--- src/hw/rtl/pal_pkg.sv ---
`timescale 1ns / 1ps
// ----------------------------------------------------------------------------
// pal_pkg
// Shared types, codes and elaboration helpers for the positional array list.
// ----------------------------------------------------------------------------
package pal_pkg;

	localparam int CAPACITY_DEF    = 1024;
	localparam int VALUE_WIDTH_DEF = 16;
	localparam int OPCODE_W        = 3;
	localparam int POS_W           = 11;
	localparam int FIELD_W         = 16;
	localparam int COUNT_W         = 11;
	localparam int STATUS_W        = 2;
	localparam int TREE_FANIN      = 32;

	typedef enum logic [OPCODE_W-1:0] {
		OP_INS_FRONT = 3'd0,
		OP_INS_END   = 3'd1,
		OP_INS_POS   = 3'd2,
		OP_REM_FRONT = 3'd3,
		OP_REM_END   = 3'd4,
		OP_REM_POS   = 3'd5
	} op_t;

	typedef enum logic [STATUS_W-1:0] {
		ST_OK     = 2'd0,
		ST_FULL   = 2'd1,
		ST_EMPTY  = 2'd2,
		ST_BADPOS = 2'd3
	} status_t;

	typedef struct packed {
		logic [OPCODE_W-1:0] opcode;
		logic [POS_W-1:0]    position;
		logic [FIELD_W-1:0]  entry_value;
	} in_item_t;

	typedef struct packed {
		logic [STATUS_W-1:0] status;
		logic [FIELD_W-1:0]  removed_value;
		logic [COUNT_W-1:0]  entry_count;
	} out_item_t;

	// Shift command broadcast to every slot cell
	typedef struct packed {
		logic ins;
		logic rem;
	} cell_cmd_t;

	// Number of registered levels in the read-out tree
	function automatic int tree_levels(input int n);
		int m;
		int lv;
		m  = n;
		lv = 1;
		while (m > TREE_FANIN) begin
			m  = (m + TREE_FANIN - 1) / TREE_FANIN;
			lv = lv + 1;
		end
		return lv;
	endfunction

endpackage

--- src/hw/rtl/pal_cell.sv ---
`timescale 1ns / 1ps
// ----------------------------------------------------------------------------
// pal_cell
// One slot of the list: holds an entry and shifts with its neighbours.
// ----------------------------------------------------------------------------
module pal_cell #(
	parameter int VW    = 16,
	parameter int IDX_W = 10,
	parameter int INDEX = 0
) (
	input  logic                 clk,
	input  pal_pkg::cell_cmd_t   cmd,
	input  logic [IDX_W-1:0]     slot,
	input  logic [VW-1:0]        ins_val,
	input  logic [VW-1:0]        below,
	input  logic [VW-1:0]        above,
	output logic [VW-1:0]        value,
	output logic [VW-1:0]        tap
);

	localparam logic [IDX_W-1:0] MY_IDX = IDX_W'(INDEX);

	logic [VW-1:0] value_q;
	logic          at_slot;
	logic          above_slot;

	assign at_slot    = (slot == MY_IDX);
	assign above_slot = (MY_IDX > slot);

	// Insert shifts up from the slot, remove shifts down onto it
	always_ff @(posedge clk) begin
		if (cmd.ins && at_slot) begin
			value_q <= ins_val;
		end else if (cmd.ins && above_slot) begin
			value_q <= below;
		end else if (cmd.rem && (at_slot || above_slot)) begin
			value_q <= above;
		end
	end

	assign value = value_q;
	// Offer the entry to the read-out tree only when it is being removed
	assign tap   = (cmd.rem && at_slot) ? value_q : '0;

endmodule

--- config.mk ---
export PLATFORM = sky130hd
export DESIGN_NAME = pal_cell
export DESIGN_NICKNAME = d
export VERILOG_FILES = /design/src/hw/rtl/pal_pkg.sv /design/src/hw/rtl/pal_cell.sv
export SDC_FILE = /design/constraint.sdc
export NUM_CORES = 1
export LEC_CHECK = 0
export ABC_AREA = 1
export BUFFER_PORTS_ARGS = -buffer_cell sky130_fd_sc_hd__buf_2
export CAP_MARGIN = 10
export CORE_UTILIZATION = 42
export CTS_BUF_LIST = sky130_fd_sc_hd__clkbuf_2 sky130_fd_sc_hd__clkbuf_4 sky130_fd_sc_hd__clkbuf_8
export DETAILED_ROUTE_END_ITERATION = 12
export GPL_ROUTABILITY_DRIVEN = 1
export MAX_ROUTING_LAYER = met4
export PLACE_DENSITY = 0.88
export SYNTH_ARGS = -nofsm -noshare
export SYNTH_HDL_FRONTEND = slang
export SYNTH_SLANG_ARGS = --single-unit
export TNS_END_PERCENT = 100
--- constraint.sdc ---
create_clock -name clk -period 3.9 [get_ports clk]
set_input_delay 0.195 -clock clk [delete_from_list [all_inputs] [get_ports clk]]
set_output_delay 0.195 -clock clk [all_outputs]
set_load 0.005 [all_outputs]
==> metrics, run 1 <==
status=complete, no violations; grt ovf=0; simple logic cell fraction of the synthesized area=approximately 43%; endpoints failing hold=0; drt total wl=2200 µm; hold crit path type=input port to flop; Layout Cells excl Fill=219; slack of the critical path=2.18 ns; total number of H-tree levels=1; mapped cell area=1050 µm²; via density per instance=4.64; Initial Util=46.1%; main combinational cell family by area after synthesis=simple AND/OR/NAND/NOR gates; layout cells sized above 1=between 40% and 50%; synthesis-to-finish area growth=37.7%; DR vias=1,017; crit path buf inv count=2; post-synthesis net count=178; largest net degree at the start of global routing=19; Max VDD drop=between 0.1 and 0.15 mV; post-cts sizing count=0; Synth Area in Compound Gates=0%; setup bufs post-CTS=0; max reg flops=16; CP dominant cell by count=buf_2; vias in the first global route=between 800 and 900; Adder-Cell Fraction of Synth Area=0%; antenna violations before repair=0; CTS root buffer=clkbuf_4; Mapped Avg Cell Area=8.97 µm²; Post-Place Worst Slack=slightly below 2 ns; clock-pin transition on the worst setup and hold timing paths=0.08 ns; first-pass GRT wire length=between 3000 and 4000 µm; worst slew pin tran=approximately 0.45 ns; Final #Nets=253; Core ar.=2280 µm²; CTS tree=done; total power=0.313 mW; antenna cells=0; Seq/Total Area, Yosys=45.8%; dpl hpwl=around 1800 µm; setup violators final=0; CP delay by family, top=simple AND/OR/NAND/NOR gates; Cells after DPL=215; gr usage total=a little under a fifth; slowest cell delay on critical path=between 0.3 and 0.4 ns; Hold-fix buffers, CTS=0; fmax=about 580 MHz; # clock sinks=16; clock period minus worst slack=between 1.5 and 2 ns; Placement Rows=17; Routed WL per cell=roughly 10 µm; Syn. warnings=0; commonest non-fill, non-tap cells in the layout=buf_2 (76), nand2_1 (35), inv_1 (20); synthesized instance count=between 100 and 150; Leak=between 0.8 and 0.9 nW; Die Ht=just over 50 µm; crit path cell chain=buf_2, or2_4, nor2_8, nand3_4, nor2_1, buf_2; distinct cell type count after synthesis=15; hold_ws=about 0.18 ns; RSZ-0062 raised after global routing=no; number of synthesized register bits=16; XOR/XNOR Fraction of Synth Area=0%; Slew Viols, Final=0; Crit Path Class=input port to output port; multiplexer area fraction after synthesis=0%; DRT iter0 DRCs=14; crit path launch type=input port; I/O Buffers=76; RePlAce Congestion=~0.74; Detail Route Antenna Nets=0; Worst Path Arrival=1.52 ns; setup TNS=0 ns; Crit. End Element=output port; maxcap violations=0; CTS buffer count=3; Crit Path Max Fanout=18; worst path required time=between 3 and 4 ns; die area=approximately 2700 µm²; most common cell after layout, fill and taps aside=buf_2; io pins=93; PwrDens=~220 nW/µm²; first-pass detailed-route iteration total=4; Die X=between 50 and 60 µm; period utilization=between 40% and 50%; Critical Path Slowest Stage Cell=nand3_4; DRC=0; Slew headroom=between 70% and 80%; Clock Path Buffers=2
-- synth_stat cells --
cell type / count / share of area [%]
nand2_1: 35 / 13
nor2_8: 1 / 1.9
clkbuf_1: 2 / 0.72
nor2_4: 10 / 11
buf_8: 1 / 1.4
nor2_1: 9 / 3.2
buf_2: 1 / 0.48
or2_4: 1 / 0.83
buf_4: 1 / 0.72
nand3_4: 2 / 3.3
nand2_2: 1 / 0.60
nand4_1: 16 / 9.5
inv_1: 20 / 7.2
edfxtp_1: 16 / 46
buf_6: 1 / 1.1
-- metal layers --
| metal | global-route usage [%] | routed length (µm) | part of all wire (%) |
|---|---|---|---|
| met1 | 20.7 | 908 | 41 |
| met2 | 30.6 | 1090 | 50 |
| met3 | 1.75 | 146 | 6.6 |
| met4 | 9.91 | 48 | 2.2 |
| met5 | - | 0 | 0 |
-- area by class of cell --
type	count	area (µm²)
repair buffers	76	380
multi-input cells	75	448
clock inverters	1	3.75
inverters	20	75.1
flip-flops and latches	16	480
fillers	211	831
well taps	28	35.0
clock buffers	3	22.5
-- cells by family (layout without fill, tap and decap cells) --
group	count (synthesis)	count (layout)
AND/OR/NAND/NOR	75	75
buffers and inverters	26	100
flip-flops	16	16
-- metrics by stage --
stage / util [%] / cell area [µm²]
floorplan: - / 1050
global placement: 62.3 / 1420
detailed placement: 62.3 / 1420
CTS: 63.5 / 1450
global route: 63.5 / 1450
finish: 63.5 / 1450
-- report_power, final --
| group | total, mW | internal [mW] | leakage, nW | switching, mW |
|---|---|---|---|---|
| Sequential | 0.189 | 0.189 | 0.144 | 0.0000888 |
| Combinational | 0.0393 | 0.0208 | 0.644 | 0.0186 |
| Clock | 0.0846 | 0.0371 | 0.0154 | 0.0475 |
| Total | 0.313 | 0.247 | 0.804 | 0.0662 |
-- final timing paths --
kind                  endpoint  slack (ns)  cells past startpoint      from
worst min-delay path  value[1]        0.18                      3  above[1]
worst max-delay path    tap[5]        2.18                      6   slot[5]
Power figures use the tool's default switching activity.
==> run 2: changes to the inputs <==
ABC_AREA = 0   (was 1)
CORE_UTILIZATION = 36   (was 42)
PLACE_DENSITY = 0.82   (was 0.88)
clock period = 1.66 ns   (was 3.9 ns; I/O delays follow)
==> run 2 against run 1 <==
Effect of this change: combinational power increased by 120%; sequential power increased by 130%; final cell count decreased by 26%; highest routed layer unchanged.
==> metrics, run 2 <==
post-cts sizing count=0 (unchanged); post-synth top area share=54.2% (was 45.8%); layout cells sized above 1=74.8% (was 49.2%); setup TNS=0 ns (unchanged); period utilization=89.2%; main flop type after synthesis=edfxtp_1 (unchanged); largest area contributor in the netlist=edfxtp_1 (unchanged); hold crit path type=input port to flop (unchanged); Worst Path Arrival=1.40 ns (was 1.52 ns); RePlAce Congestion=0.596 (was 0.741); number of synthesized flops with an enable pin=16 (unchanged); Detail Route Antenna Nets=0 (unchanged); slowest cell delay on critical path=0.49 ns (was 0.35 ns); Initial Util=38.9% (was 46.1%); # clock sinks=16 (unchanged); post-synthesis net count=117 (was 178); antenna violations before repair=0 (unchanged); Routed WL per cell=11.3 µm (was 10.0 µm); Leak=0.691 nW (was 0.804 nW); DRC=0 (unchanged); status=complete, no violations (unchanged); io pins=93 (unchanged); drt total wl=1840 µm (was 2200 µm); die area=2660 µm² (was 2700 µm²); first-pass GRT wire length=2920 µm (was 3490 µm); crit path launch type=input port (unchanged); PwrDens=528 nW/µm² (was 217 nW/µm²); max reg flops=16 (unchanged); largest net degree at the start of global routing=17 (was 19); worst path required time=1.58 ns (was 3.70 ns); CP dominant cell by count=buf_2 (unchanged); total number of H-tree levels=1 (unchanged); total power=0.711 mW (was 0.313 mW); setup violators final=0 (unchanged); CTS root buffer=clkbuf_4 (unchanged); DRT iter0 DRCs=8 (was 14); Crit Path Max Fanout=16 (was 18); Clock Path Buffers=2 (unchanged); Slew headroom=66.5% (was 70.1%); antenna cells=0 (unchanged); Final #Nets=198 (was 253); distinct cell type count after synthesis=11 (was 15); clock-pin transition on the worst setup and hold timing paths=0.08 ns (about the same); Hold Path Depth=2 (was 3); hold wc startpoint=above[11] (was above[1]); commonest non-fill, non-tap cells in the layout=buf_2 (76), and2_1 (16), edfxtp_1 (16) (was buf_2 (76), nand2_1 (35), inv_1 (20)); Die Ht=51.6 µm (was 52.0 µm); most common cell after layout, fill and taps aside=buf_2 (unchanged); Placement Rows=17 (unchanged); top cells by count, synth=and2_1 (16), edfxtp_1 (16), mux2_4 (10) (was nand2_1 (35), inv_1 (20), edfxtp_1 (16), nand4_1 (16), nor2_4 (10)); worst slew pin tran=0.498 ns (was 0.447 ns); Hold EP=value[11] (was value[1]); Post-Place Worst Slack=0.0520 ns (was 1.93 ns); crit path cell chain=buf_2, nor4_2, and4_2, and2_1, buf_2 (was buf_2, or2_4, nor2_8, nand3_4, nor2_1, buf_2); Crit. End Element=output port (unchanged); ranking of synthesized cells by area=edfxtp_1 (54%), mux2_4 (17%), and2_1 (11%), mux2_2 (7.6%), nor4_2 (2.8%) (was edfxtp_1 (46%), nand2_1 (13%), nor2_4 (11%), nand4_1 (9.5%), inv_1 (7.2%)); Max VDD drop=0.564 mV (was 0.116 mV); CP delay by family, top=simple AND/OR/NAND/NOR gates (unchanged); crit path buf inv count=2 (unchanged); Core ar.=2280 µm² (unchanged); Die X=51.6 µm (was 52.0 µm); setup bufs post-CTS=0 (unchanged); gr usage total=15.7% (was 18.0%); vias in the first global route=682 (was 859); CTS tree=done (unchanged); CTS buffer count=3 (unchanged); Seq/Total Area, Yosys=54.2% (was 45.8%); via density per instance=4.42 (was 4.64); Syn. warnings=0 (unchanged); synthesis-to-finish area growth=52.1% (was 37.7%); Crit Path Class=input port to output port (unchanged); Critical Path Slowest Stage Cell=nor4_2 (was nand3_4); slack of the critical path=0.180 ns (was 2.18 ns); first-pass detailed-route iteration total=4 (unchanged); synthesized instance count=56 (was 117); maxcap violations=0 (unchanged); Mapped Avg Cell Area=15.8 µm² (was 8.97 µm²); I/O Buffers=76 (unchanged); Slew Viols, Final=0 (unchanged); ys async rst share=0% (unchanged); mapped cell area=886 µm² (was 1050 µm²); CP Depth=5 (was 6); DR vias=720 (was 1,017); hold_ws=0.111 ns (was 0.178 ns); RSZ-0062 raised after global routing=no (unchanged); endpoints failing hold=0 (unchanged); number of synthesized register bits=16 (unchanged); Hold-fix buffers, CTS=0 (unchanged); fmax=~680 MHz; clock period minus worst slack=roughly 1.5 ns; grt ovf=0 (unchanged)
[run 2: cell types whose count changed after synthesis, sizes merged, moves of 3 or more]
cell	before	now
nand2	36	0
inv	20	0
nand4	16	1
buf	4	1
mux2	0	16
nor2	20	1
and2	0	16
[run 2: area by class of cell]
| type | count | area (µm²) |
|---|---|---|
| Fill cell | 198 | 928 |
| Multi-Input combinational cell | 38 | 389 |
| Timing Repair Buffer | 78 | 420 |
| Sequential cell | 16 | 480 |
| Clock buffer | 3 | 22.5 |
| Tap cell | 28 | 35.0 |
[run 2: cells by family (layout without fill, tap and decap cells)]
kind of cell	after synthesis	after routing	share of synthesized area (%)
AO/OA/AOI/OAI	1	1	1.27
buffers and inverters	2	81	1.84
flip-flops	16	16	54.2
multiplexers	16	16	24.6
AND/OR/NAND/NOR	21	21	18.1
[run 2: how the worst max path moves through the flow]
| stage | startpoint | endpoint |
|---|---|---|
| floorplan | slot[9] | value[0] |
| global placement | slot[5] | value[5] |
| detailed placement | slot[9] | value[5] |
| CTS | slot[9] | tap[14] |
| global route | slot[5] | tap[4] |
| finish | slot[5] | tap[14] |
[run 2: report_power, final]
part           switching [mW]  leakage (nW)  internal, mW
combinational          0.0256         0.533        0.0594
sequential           0.000142         0.144         0.444
clock                  0.0980        0.0138        0.0838
total                   0.124         0.691         0.587
[run 2: layer usage]
metal / GRT usage [%] / routed length, µm / up-vias
li1: - / - / 368
met1: 17.1 / 730 / 321
met2: 27.9 / 1010 / 29
met3: 3.51 / 83 / 2
met4: 5.41 / 25 / 0
met5: - / 0 / -
[run 2: metrics by stage]
stage	area [µm²]	instances	utilization [%]
floorplan	886	56	-
global placement	1330	160	58.2
detailed placement	1330	160	58.2
CTS	1350	163	59.2
global route	1350	163	59.2
finish	1350	163	59.2
==> run 3: changes to the inputs <==
CORE_UTILIZATION = 38   (was 36)
HOLD_SLACK_MARGIN = 0.1   (was default)
PLACE_DENSITY = 0.86   (was 0.82)
clock period = 1.71 ns   (was 1.66 ns; I/O delays follow)
==> run 3 against run 2 <==
Effect of this change: sequential power down 3%; non-clock buffer count increased by 5; die area fell by 5.1%; global-route usage grew 3.2 points; via count increased by 11%; core utilization grew 4.1 points; critical path depth unchanged; final cell count increased by 3.7%; routed wire length rose by 21%; clock-buffer cell count did not move; first-iteration DRC count grew 13%.
==> metrics, run 3 (synthesis results as in run 2) <==
Post-Place Worst Slack=0.140 ns (was 0.0520 ns); first-pass detailed-route iteration total=4 (unchanged); final instance area=1400 µm² (was 1350 µm²); io pins=93 (unchanged); grt ovf=0 (unchanged); Initial Util=40.0% (was 38.9%); Crit Path Class=input port to output port (unchanged); Crit Path Max Fanout=16 (unchanged); Clock Path Buffers=2 (unchanged); largest net degree at the start of global routing=17 (unchanged); fmax=685 MHz; Crit. End Element=output port (unchanged); PwrDens=514 nW/µm² (was 528 nW/µm²); slack of the critical path=0.249 ns (was 0.180 ns); die area=2530 µm² (was 2660 µm²); gr usage total=18.8% (was 15.7%); period utilization=a little under nine tenths; DRT iter0 DRCs=9 (was 8); total number of H-tree levels=1 (unchanged); post-cts sizing count=0 (unchanged); Layout Cells excl Fill=169 (was 163); met2 Usage GRT=38.2% (was 27.9%); hold_ws=0.107 ns (was 0.111 ns); met1 usage=15.4% (was 17.1%); Die X=50.3 µm (was 51.6 µm); clock-pin transition on the worst setup and hold timing paths=0.09 ns (was 0.08 ns); CP Launch Point=slot[9] (was slot[5]); grt peak-use layer=met2 (unchanged); RSZ-0062 raised after global routing=no (unchanged); Hold-fix buffers, CTS=2 (was 0); max reg flops=16 (unchanged); Detail Route Antenna Nets=0 (unchanged); Max VDD drop=0.555 mV (was 0.564 mV); setup violators final=0 (unchanged); worst slew pin tran=0.455 ns (was 0.498 ns); clock period minus worst slack=between 1 and 1.5 ns; drt total wl=2240 µm (was 1840 µm); via density per instance=4.72 (was 4.42); antenna violations before repair=0 (unchanged); RePlAce Congestion=0.706 (was 0.596); DR vias=797 (was 720); CTS root buffer=clkbuf_4 (unchanged); worst path required time=1.62 ns (was 1.58 ns); setup TNS=0 ns (unchanged); placed cell areas=1330 µm² (unchanged); maxcap violations=0 (unchanged); DRC=0 (unchanged); hold crit path type=input port to flop (unchanged); setup bufs post-CTS=0 (unchanged); Placement Rows=17 (unchanged); endpoints failing hold=0 (unchanged); Slew headroom=69.4% (was 66.5%); CTS tree=done (unchanged); Worst Path Arrival=1.38 ns (was 1.40 ns); antenna cells=0 (unchanged); first-pass GRT wire length=3340 µm (was 2920 µm); Final #Nets=203 (was 198); Routed WL per cell=13.2 µm (was 11.3 µm); Slew Viols, Final=0 (unchanged); total power=0.721 mW (was 0.711 mW); layout cells sized above 1=71.6% (was 74.8%); CTS buffer count=3 (unchanged); status=complete, no violations (unchanged); commonest non-fill, non-tap cells in the layout=buf_2 (76), and2_1 (16), edfxtp_1 (16) (unchanged); vias in the first global route=787 (was 682); Worst setup endpoint=tap[0] (was tap[14]); Leak=0.713 nW (was 0.691 nW); synthesis-to-finish area growth=58.2% (was 52.1%); Cells after DPL=160 (unchanged); most common cell after layout, fill and taps aside=buf_2 (unchanged); fin util=63.3% (was 59.2%); GRT met3 Usage=3.94% (was 3.51%); Core ar.=2210 µm² (was 2280 µm²); # clock sinks=16 (unchanged); I/O Buffers=76 (unchanged); crit path launch type=input port (unchanged); Die Ht=50.3 µm (was 51.6 µm)
run 3: routing by layer:
metal,part of all wire (%),up-vias
met2,64,28
met5,0,-
met4,1.7,0
li1,-,381
met1,31,384
met3,4.0,4
run 3: worst min path at each step:
stage	start	endpoint	slack, ns	depth (start not counted)
global placement	ins_val[9]	value[9]	0.39	2
floorplan	above[10]	value[10]	0.30	1
detailed placement	above[15]	value[15]	0.39	2
global route	above[5]	value[5]	0.10	2
finish	above[0]	value[0]	0.11	2
CTS	ins_val[7]	value[7]	0.10	2
run 3: report_power, final:
| part | internal, mW | switching [mW] | leakage (nW) |
|---|---|---|---|
| clock | 0.0846 | 0.111 | 0.0154 |
| sequential | 0.431 | 0.000138 | 0.144 |
| combinational | 0.0653 | 0.0284 | 0.554 |
run 3: final cells by class:
class | instances | area [µm²]
Fill cell | 165 | 811
Sequential cell | 16 | 480
Timing Repair Buffer | 83 | 470
Multi-Input combinational cell | 38 | 389
Tap cell | 28 | 35.0
Clock buffer | 3 | 22.5
Clock inverter | 1 | 3.75
run 3: critical path: stages:
cell and delay (ns):
buf_2 0.10, nor4_2 0.46, and4_2 0.45, and2_1 0.16
buf_2 0.12
